**src/rtl/owb_pkg.sv**
```systemverilog
package owb_pkg;

   localparam int CSR_COUNT        = 8;
   localparam int CSR_INDEX_WIDTH  = 3;
   localparam int TICK_WIDTH       = 10;
   localparam int DATA_WIDTH       = 8;
   localparam int BIT_INDEX_WIDTH  = 3;
   localparam int CMD_QUEUE_DEPTH  = 2;
   localparam int RSP_QUEUE_DEPTH  = 2;

   localparam logic [TICK_WIDTH-1:0] WRITE_ZERO_RELEASE = 10'd5;

   localparam logic [TICK_WIDTH-1:0] CSR_RESET_VALUES [CSR_COUNT] = '{
      10'd10, 10'd55, 10'd65, 10'd10, 10'd53, 10'd1000, 10'd100, 10'd410
   };

   typedef enum logic [CSR_INDEX_WIDTH-1:0] {
      CSR_WRITE_ONE_LOW     = 3'd0,
      CSR_WRITE_ONE_RELEASE = 3'd1,
      CSR_WRITE_ZERO_LOW    = 3'd2,
      CSR_READ_SAMPLE_WAIT  = 3'd3,
      CSR_READ_RECOVER      = 3'd4,
      CSR_RESET_LOW         = 3'd5,
      CSR_PRESENCE_WAIT     = 3'd6,
      CSR_RESET_RECOVER     = 3'd7
   } csr_index_type;

   typedef enum logic [2:0] {
      OP_TICK  = 3'd0,
      OP_RESET = 3'd1,
      OP_WBIT  = 3'd2,
      OP_RBIT  = 3'd3,
      OP_WBYTE = 3'd4,
      OP_RBYTE = 3'd5
   } op_type;

   typedef enum logic [2:0] {
      PH_IDLE    = 3'd0,
      PH_LOW     = 3'd1,
      PH_WAIT    = 3'd2,
      PH_SAMPLE  = 3'd3,
      PH_RECOVER = 3'd4
   } phase_type;

   typedef struct packed {
      logic [2:0]            op;
      logic [DATA_WIDTH-1:0] write_data;
      logic                  line_in;
   } req_type;

   typedef struct packed {
      logic                  drive_low;
      logic                  busy_res;
      logic                  done_res;
      logic [DATA_WIDTH-1:0] read_data;
      logic                  presence_line;
      logic                  rejected;
   } rsp_type;

   typedef struct packed {
      logic                  is_cmd;
      op_type                kind;
      logic [DATA_WIDTH-1:0] shift_init;
      logic                  line_in;
   } cmd_type;

   typedef struct packed {
      logic                       valid;
      logic [CSR_INDEX_WIDTH-1:0] index;
      logic [TICK_WIDTH-1:0]      data;
   } csr_write_type;

endpackage

```
**src/rtl/owb_front.sv**
```systemverilog
module owb_front (
   input  owb_pkg::req_type req_data,
   output owb_pkg::cmd_type cmd
);
   import owb_pkg::*;

   always_comb begin
      cmd.line_in    = req_data.line_in;
      cmd.is_cmd     = 1'b1;
      cmd.kind       = OP_TICK;
      cmd.shift_init = '0;
      unique case (req_data.op)
         OP_RESET: begin
            cmd.kind = OP_RESET;
         end
         OP_WBIT: begin
            cmd.kind       = OP_WBIT;
            cmd.shift_init = {{(DATA_WIDTH-1){1'b0}}, req_data.write_data[0]};
         end
         OP_RBIT: begin
            cmd.kind = OP_RBIT;
         end
         OP_WBYTE: begin
            cmd.kind       = OP_WBYTE;
            cmd.shift_init = req_data.write_data;
         end
         OP_RBYTE: begin
            cmd.kind = OP_RBYTE;
         end
         default: begin
            cmd.is_cmd = 1'b0;
         end
      endcase
   end

endmodule

```
**src/rtl/owb_fifo.sv**
```systemverilog
module owb_fifo #(
   parameter int WIDTH = 8,
   parameter int DEPTH = 2
) (
   input  logic             clock,
   input  logic             reset,
   input  logic             push,
   output logic             full,
   input  logic [WIDTH-1:0] wr_data,
   input  logic             pop,
   output logic             empty,
   output logic [WIDTH-1:0] rd_data
);
   localparam int PTR_WIDTH   = $clog2(DEPTH);
   localparam int COUNT_WIDTH = $clog2(DEPTH + 1);
   localparam logic [PTR_WIDTH-1:0]   LAST_PTR  = PTR_WIDTH'(DEPTH - 1);
   localparam logic [COUNT_WIDTH-1:0] FULL_COUNT = COUNT_WIDTH'(DEPTH);

   logic [WIDTH-1:0]       mem_ff [DEPTH];
   logic [PTR_WIDTH-1:0]   wr_ptr_ff, wr_ptr_in;
   logic [PTR_WIDTH-1:0]   rd_ptr_ff, rd_ptr_in;
   logic [COUNT_WIDTH-1:0] count_ff, count_in;
   logic                   do_push, do_pop;

   assign full    = (count_ff == FULL_COUNT);
   assign empty   = (count_ff == '0);
   assign do_push = push && !full;
   assign do_pop  = pop && !empty;
   assign rd_data = mem_ff[rd_ptr_ff];

   always_comb begin
      wr_ptr_in = wr_ptr_ff;
      rd_ptr_in = rd_ptr_ff;
      count_in  = count_ff;
      if (do_push) begin
         wr_ptr_in = (wr_ptr_ff == LAST_PTR) ? '0 : wr_ptr_ff + 1'b1;
      end
      if (do_pop) begin
         rd_ptr_in = (rd_ptr_ff == LAST_PTR) ? '0 : rd_ptr_ff + 1'b1;
      end
      if (do_push && !do_pop) begin
         count_in = count_ff + 1'b1;
      end else if (do_pop && !do_push) begin
         count_in = count_ff - 1'b1;
      end
   end

   always_ff @(posedge clock) begin
      if (reset) begin
         wr_ptr_ff <= '0;
         rd_ptr_ff <= '0;
         count_ff  <= '0;
      end else begin
         wr_ptr_ff <= wr_ptr_in;
         rd_ptr_ff <= rd_ptr_in;
         count_ff  <= count_in;
      end
   end

   always_ff @(posedge clock) begin
      if (do_push) begin
         mem_ff[wr_ptr_ff] <= wr_data;
      end
   end

endmodule

```
**src/rtl/owb_engine.sv**
```systemverilog
module owb_engine (
   input  logic                   clock,
   input  logic                   reset,
   input  logic                   step,
   input  owb_pkg::cmd_type       cmd,
   input  owb_pkg::csr_write_type csr_write,
   output owb_pkg::rsp_type       rsp
);
   import owb_pkg::*;

   logic [TICK_WIDTH-1:0]      cfg_ff [CSR_COUNT];
   logic [TICK_WIDTH-1:0]      cfg_eff [CSR_COUNT];

   phase_type                  phase_ff, phase_in, eff_phase;
   logic [TICK_WIDTH-1:0]      tick_ff, tick_in, eff_tick, tick_dec;
   logic [BIT_INDEX_WIDTH-1:0] bit_idx_ff, bit_idx_in, eff_bit_idx, next_bit_idx;
   logic [DATA_WIDTH-1:0]      shift_ff, shift_in, eff_shift;
   op_type                     kind_ff, kind_in, eff_kind;
   logic                       presence_ff, presence_in;
   logic                       eff_is_write, eff_cur_bit, start_is_write;
   logic                       slot_end, cmd_done;

   always_comb begin
      for (int i = 0; i < CSR_COUNT; i++) begin
         cfg_eff[i] = (cfg_ff[i] == '0) ? TICK_WIDTH'(1) : cfg_ff[i];
      end
   end

   always_comb begin
      eff_phase      = phase_ff;
      eff_tick       = tick_ff;
      eff_bit_idx    = bit_idx_ff;
      eff_shift      = shift_ff;
      eff_kind       = kind_ff;
      start_is_write = (cmd.kind == OP_WBIT) || (cmd.kind == OP_WBYTE);
      if (phase_ff == PH_IDLE && cmd.is_cmd) begin
         eff_phase   = PH_LOW;
         eff_bit_idx = '0;
         eff_shift   = cmd.shift_init;
         eff_kind    = cmd.kind;
         if (cmd.kind == OP_RESET) begin
            eff_tick = cfg_eff[CSR_RESET_LOW];
         end else if (start_is_write) begin
            eff_tick = cmd.shift_init[0] ? cfg_eff[CSR_WRITE_ONE_LOW]
                                         : cfg_eff[CSR_WRITE_ZERO_LOW];
         end else begin
            eff_tick = TICK_WIDTH'(1);
         end
      end
      eff_is_write = (eff_kind == OP_WBIT) || (eff_kind == OP_WBYTE);
      eff_cur_bit  = eff_shift[eff_bit_idx];
      next_bit_idx = eff_bit_idx + 1'b1;
   end

   always_comb begin
      phase_in    = eff_phase;
      tick_in     = eff_tick;
      bit_idx_in  = eff_bit_idx;
      shift_in    = eff_shift;
      kind_in     = eff_kind;
      presence_in = presence_ff;
      tick_dec    = eff_tick - 1'b1;
      slot_end    = 1'b0;
      cmd_done    = 1'b0;
      unique case (eff_phase)
         PH_IDLE: begin
         end
         PH_LOW: begin
            tick_in = tick_dec;
            if (tick_dec == '0) begin
               if (eff_kind == OP_RESET) begin
                  phase_in = PH_WAIT;
                  tick_in  = cfg_eff[CSR_PRESENCE_WAIT];
               end else if (eff_is_write) begin
                  phase_in = PH_RECOVER;
                  tick_in  = eff_cur_bit ? cfg_eff[CSR_WRITE_ONE_RELEASE]
                                         : WRITE_ZERO_RELEASE;
               end else begin
                  phase_in = PH_WAIT;
                  tick_in  = cfg_eff[CSR_READ_SAMPLE_WAIT];
               end
            end
         end
         PH_WAIT: begin
            tick_in = tick_dec;
            if (tick_dec == '0) begin
               phase_in = PH_SAMPLE;
            end
         end
         PH_SAMPLE: begin
            if (eff_kind == OP_RESET) begin
               presence_in = cmd.line_in;
               tick_in     = cfg_eff[CSR_RESET_RECOVER] - 1'b1;
            end else begin
               if (cmd.line_in) begin
                  shift_in[eff_bit_idx] = 1'b1;
               end
               tick_in = cfg_eff[CSR_READ_RECOVER] - 1'b1;
            end
            if (tick_in == '0) begin
               slot_end = 1'b1;
            end else begin
               phase_in = PH_RECOVER;
            end
         end
         PH_RECOVER: begin
            tick_in = tick_dec;
            if (tick_dec == '0) begin
               slot_end = 1'b1;
            end
         end
         default: begin
            phase_in = PH_IDLE;
         end
      endcase
      if (slot_end) begin
         if (eff_kind == OP_WBYTE || eff_kind == OP_RBYTE) begin
            cmd_done = (eff_bit_idx == '1);
         end else begin
            cmd_done = 1'b1;
         end
         if (cmd_done) begin
            phase_in = PH_IDLE;
            tick_in  = '0;
         end else begin
            bit_idx_in = next_bit_idx;
            phase_in   = PH_LOW;
            if (eff_is_write) begin
               tick_in = eff_shift[next_bit_idx] ? cfg_eff[CSR_WRITE_ONE_LOW]
                                                 : cfg_eff[CSR_WRITE_ZERO_LOW];
            end else begin
               tick_in = TICK_WIDTH'(1);
            end
         end
      end
   end

   always_comb begin
      rsp.drive_low     = (eff_phase == PH_LOW);
      rsp.busy_res      = (eff_phase != PH_IDLE);
      rsp.done_res      = cmd_done;
      rsp.read_data     = '0;
      rsp.presence_line = presence_in;
      rsp.rejected      = (phase_ff != PH_IDLE) && cmd.is_cmd;
      if (cmd_done && (eff_kind == OP_RBIT || eff_kind == OP_RBYTE)) begin
         rsp.read_data = shift_in;
      end
   end

   always_ff @(posedge clock) begin
      if (reset) begin
         phase_ff    <= PH_IDLE;
         tick_ff     <= '0;
         bit_idx_ff  <= '0;
         shift_ff    <= '0;
         kind_ff     <= OP_TICK;
         presence_ff <= 1'b1;
      end else if (step) begin
         phase_ff    <= phase_in;
         tick_ff     <= tick_in;
         bit_idx_ff  <= bit_idx_in;
         shift_ff    <= shift_in;
         kind_ff     <= kind_in;
         presence_ff <= presence_in;
      end
   end

   always_ff @(posedge clock) begin
      if (reset) begin
         for (int i = 0; i < CSR_COUNT; i++) begin
            cfg_ff[i] <= CSR_RESET_VALUES[i];
         end
      end else if (csr_write.valid) begin
         cfg_ff[csr_write.index] <= csr_write.data;
      end
   end

endmodule

```
**src/rtl/one_wire_bus_master.sv**
```systemverilog
// 1-Wire bus master driven by microsecond ticks. Every item pushed on the req_ side is one
// tick and yields exactly one item on the rsp_ side, carrying the drive level, busy, done,
// read data, the last presence level and a reject flag. Items pass through a short command
// queue into the timing engine and then through a result queue; while that queue has room
// the engine handles one tick per clock cycle, a sustained rate of one item per cycle. Both
// queues are registered. The eight timing registers are written through the csr_ port,
// which is always ready; they should only change while no command is running.
module one_wire_bus_master #(
   parameter int CMD_DEPTH = owb_pkg::CMD_QUEUE_DEPTH,
   parameter int RSP_DEPTH = owb_pkg::RSP_QUEUE_DEPTH
) (
   input  logic                                clock,
   input  logic                                reset,
   input  logic                                req_push,
   output logic                                req_full,
   input  owb_pkg::req_type                    req_data,
   output logic                                rsp_empty,
   input  logic                                rsp_pop,
   output owb_pkg::rsp_type                    rsp_data,
   input  logic                                csr_valid,
   output logic                                csr_ready,
   input  logic [owb_pkg::CSR_INDEX_WIDTH-1:0] csr_index,
   input  logic [owb_pkg::TICK_WIDTH-1:0]      csr_data
);
   import owb_pkg::*;

   cmd_type       front_cmd, queued_cmd;
   rsp_type       engine_rsp;
   csr_write_type csr_write;
   logic          cmd_empty, rsp_full, step;

   assign csr_ready       = 1'b1;
   assign csr_write.valid = csr_valid && csr_ready;
   assign csr_write.index = csr_index;
   assign csr_write.data  = csr_data;
   assign step            = !cmd_empty && !rsp_full;

   owb_front u_front (
      .req_data (req_data),
      .cmd      (front_cmd)
   );

   owb_fifo #(
      .WIDTH ($bits(cmd_type)),
      .DEPTH (CMD_DEPTH)
   ) u_cmd_queue (
      .clock   (clock),
      .reset   (reset),
      .push    (req_push),
      .full    (req_full),
      .wr_data (front_cmd),
      .pop     (step),
      .empty   (cmd_empty),
      .rd_data (queued_cmd)
   );

   owb_engine u_engine (
      .clock     (clock),
      .reset     (reset),
      .step      (step),
      .cmd       (queued_cmd),
      .csr_write (csr_write),
      .rsp       (engine_rsp)
   );

   owb_fifo #(
      .WIDTH ($bits(rsp_type)),
      .DEPTH (RSP_DEPTH)
   ) u_rsp_queue (
      .clock   (clock),
      .reset   (reset),
      .push    (step),
      .full    (rsp_full),
      .wr_data (engine_rsp),
      .pop     (rsp_pop),
      .empty   (rsp_empty),
      .rd_data (rsp_data)
   );

endmodule

```
**config.mk**
```make
export PLATFORM = sky130hd
export DESIGN_NAME = one_wire_bus_master
export DESIGN_NICKNAME = d
export VERILOG_FILES = /design/src/rtl/owb_pkg.sv /design/src/rtl/owb_front.sv /design/src/rtl/owb_fifo.sv /design/src/rtl/owb_engine.sv /design/src/rtl/one_wire_bus_master.sv
export SDC_FILE = /design/constraint.sdc
export NUM_CORES = 1
export LEC_CHECK = 0
export ABC_AREA = 1
export BUFFER_PORTS_ARGS = -buffer_cell sky130_fd_sc_hd__clkbuf_2
export CAP_MARGIN = 5
export CORE_UTILIZATION = 30
export DETAILED_ROUTE_END_ITERATION = 8
export GPL_TIMING_DRIVEN = 1
export HOLD_SLACK_MARGIN = 0.08
export PLACE_DENSITY_LB_ADDON = 0.08
export SKIP_CTS_REPAIR_TIMING = 1
export SYNTH_ARGS = -nofsm -noshare
export SYNTH_HDL_FRONTEND = slang
export SYNTH_HIERARCHICAL = 1
export SYNTH_SLANG_ARGS = --single-unit
```
**constraint.sdc**
```tcl
create_clock -name clock -period 10.3 [get_ports clock]
set_clock_uncertainty 0.2 [all_clocks]
set_input_delay 2.06 -clock clock [delete_from_list [all_inputs] [get_ports clock]]
set_output_delay 2.06 -clock clock [all_outputs]
set_load 0.05 [all_outputs]
```
==> metrics.md <==
| Metric | Value |
|---|---|
| Antenna Cells | 0 |
| Pre-CTS setup slack | 5650 ps |
| Crit path max fanout | 13 |
| Post-Layout Cell Count | roughly 1600 |
| Largest family of logic cells by synthesized area | simple AND/OR/NAND/NOR gates |
| RSZ-0062 raised after global routing | no |
| Final setup violation count | 0 |
| Mapped Cells | roughly 1200 |
| Top Usage Layer GRT | met2 |
| Initial Utilization | 0.308 |
| CP required | between 10000 and 15000 ps |
| Crit path arrival time | 4740 ps |
| Drt total wl | between 20000 and 30000 um |
| Post-Syn Area | about 9500 um^2 |
| Vias per cell | 4.72 |
| Worst-path clk slew | roughly 60 ps |
| Period Utilization, post-route | 0.453 |
| Share of the synthesized area in the top cell type | 0.416 |
| Largest net degree at the start of global routing | 37 |
| IO Port Bufs | 44 |
| Post-placement cell count | around 1600 |
| F_max | ~0.21 GHz |
| Leak | 4.53 nW |
| Clock root buffer | clkbuf_16 |
| Synth cell types | 52 |
| Synth area leaders | edfxtp_1 (42%), nand2_1 (11%), dfxtp_1 (8.0%), nor2_1 (6.4%), inv_1 (5.8%) |
| Mux cell area share after synthesis | 0.0308 |
| DRT Pass-1 Iters | 5 |
| CTS tree | yes |
| Number of fill cells in the layout | 3256 |
| Final WS setup | ~5600 ps |
| GR Layer Usage met3 | 0.0277 |
| Hold Slack | approximately 280 ps |
| Syn nets | ~1200 |
| Vias | 7622 |
| Die footprint | 32400 um^2 |
| First-pass GRT wire length | around 41000 um |
| Initial DRC count | roughly 380 |
| Synth Area in Simple Gates | 0.289 |
| Max-cap violations | 0 |
| Vias in the first global route | ~7400 |
| Hold Path Class | reg2reg |
| WL/cell | roughly 16 um |
| Clock Latency Late Sink | ~430 ps |
| Core ar. | ~30000 um^2 |
| TNS Setup | 0 ps |
| Min Clock Period, post-route | about 4700 ps |
| Total congestion overflow | 0 |
| Register bit total from synthesis | 170 |
| Fraction of layout cells with a size suffix above 1 | 0.131 |
| Setup Crit Path Kind | reg2reg |
| Tightest Pin Transition | 1020 ps |
| Die height | 180 um |
| Dpl hpwl | around 20000 um |
| Synth Area per Inst | 8.20 um^2 |
| Seq/Total Area, Yosys | 0.496 |
| Final number of hold-violating endpoints | 0 |
| Total power | between 0.003 and 0.004 W |
| PD cells | 283 nW/um^2 |
| Peak supply drop | between 100 and 150 uV |
| Total GRT Usage | 0.168 |
| RePlAce Congestion | slightly above 0.8 |
| TritonCTS sink count | 170 |
| GRT met2 Usage | 0.282 |
| Type of origin of the critical path | register |
| Synth Area in Compound Gates | 0.0910 |
| Layout area overhead | 12.7% |
| Cell Rows | 64 |
| Htree depth | 4 |
| Yosys Warn Count | 6 |
| Initial antenna violation count | 0 |
| Yosys top cell by area | edfxtp_1 |
| Bufs on Longest Clock Path | 2 |
| Nets | approximately 1200 |
| Post-Synth Adder-Cell Area | 0.0131 |
| Critical Path End Type | register |
| Run status | finished, final reports clean |
| Max Transition Viols Final | 0 |
| DRC | 0 |
| Die Wd | 180 um |
| Slew Limit Headroom | 0.321 |
| Met1 usage | 0.223 |
| Num CTS Buffers | 17 |
| Synth Area in XOR/XNOR | 0.00184 |
| Num ports | 46 |
| Final ANT Viol Nets | 0 |
[critical path: stages (launching register included)]
cell and delay (ps):
dfxtp_1 710, mux2_1 450, nand2_1 140, inv_1 60, nor3_2 350, nand3_1 140
nand2_1 160, nand2_1 170, inv_1 150, ha_1 250, nand2_1 110, nor2_1 140
nand3_1 150, xor2_1 230, nand3_1 190, nor2_4 190, nand2_4 110, nand2_8 130
inv_4 40, nor2_4 120, nand3_4 170, nor2_2 150
[power by group]
group	total (W)	switching [W]	internal [W]	leakage, nW
Sequential	0.000940	0.0000674	0.000873	1.58
Clock	0.000621	0.000283	0.000338	0.278
Combinational	0.00147	0.00106	0.000410	2.67
[cell families after synthesis]
kind of cell	Yosys count
XOR/XNOR	2
AND/OR/NAND/NOR	610
multiplexers	26
buffers and inverters	186
adder cells (fa/ha/maj)	10
other	1
AO/OA/AOI/OAI	156
flip-flops	170
[layout by cell type, fill, tap and decap left out, types with 8 or more instances in the layout]
cell type / instances
a21oi_1: 50
buf_4: 8
clkbuf_16: 17
clkbuf_2: 44
dfxtp_1: 38
edfxtp_1: 132
ha_1: 10
inv_1: 146
inv_2: 10
mux2_1: 20
nand2_1: 288
nand3_1: 61
nand4_1: 25
nor2_1: 161
nor2_2: 18
o21ai_0: 70
or2_2: 9
[synth_stat cells, drive strengths merged]
| master | n |
|---|---|
| nand3 | 67 |
| nor3b | 2 |
| ha | 10 |
| inv | 157 |
| mux2 | 26 |
| nand2 | 299 |
| o211ai | 4 |
| nand3b | 3 |
| edfxtp | 132 |
| o22ai | 5 |
| a21boi | 1 |
| or2 | 13 |
| buf | 10 |
| o221ai | 3 |
| o21bai | 4 |
| nor4 | 6 |
| a22oi | 2 |
| nor3 | 7 |
| a311oi | 1 |
| and2 | 2 |
| clkbuf | 16 |
| xor2 | 2 |
| dfxtp | 38 |
| conb | 1 |
| nor2 | 186 |
| a21oi | 52 |
| nand4 | 25 |
| o21ai | 82 |
| clkinv | 3 |
| a31oi | 2 |
[through the flow]
step / utilization / instance area (um^2)
2_1_floorplan: - / 9520
3_3_place_gp: 0.329 / 10200
3_5_place_dp: 0.329 / 10200
4_1_cts: 0.347 / 10700
5_1_grt: 0.347 / 10700
6_report: 0.347 / 10700
[layout make-up]
cell class	count	area (um^2)	area share
Clock buffer	17	425	0.0397
Tap cell	396	495	0.0462
Multi-Input combinational cell	805	4060	0.378
Inverter	160	603	0.0562
Sequential cell	170	4720	0.440
Timing Repair Buffer	52	280	0.0261
Clock inverter	15	143	0.0133
[state kept, by name, summed over array words and instances, names as in the netlist, 2 cells and up, named ones only]
register,count
u_engine/shift_ff,8
u_engine/bit_idx_ff,3
u_engine/phase_ff,3
u_cmd_queue/mem_ff,26
u_engine/cfg_ff,80
u_rsp_queue/count_ff,2
u_engine/kind_ff,3
u_rsp_queue/mem_ff,26
u_cmd_queue/count_ff,2
u_engine/tick_ff,10
[path summary, 6_finish.rpt]
path	startpoint	cells past startpoint	slack [ps]	end
setup / recovery	register	21	5640	u_rsp_queue/mem_ff[0][7]
hold / removal	u_engine/kind_ff[0]	2	280	u_engine/kind_ff[0]
setup reg to reg	register	21	5640	u_rsp_queue/mem_ff[0][7]
hold reg to reg	u_engine/kind_ff[0]	2	280	u_engine/kind_ff[0]
[routing by layer]
metal	vias up	routed length [um]
met3	17	885
met4	0	342
li1	3923	-
met1	3533	12600
met5	-	0
met2	149	12700
No activity file was read; power rests on OpenSTA's default activity.
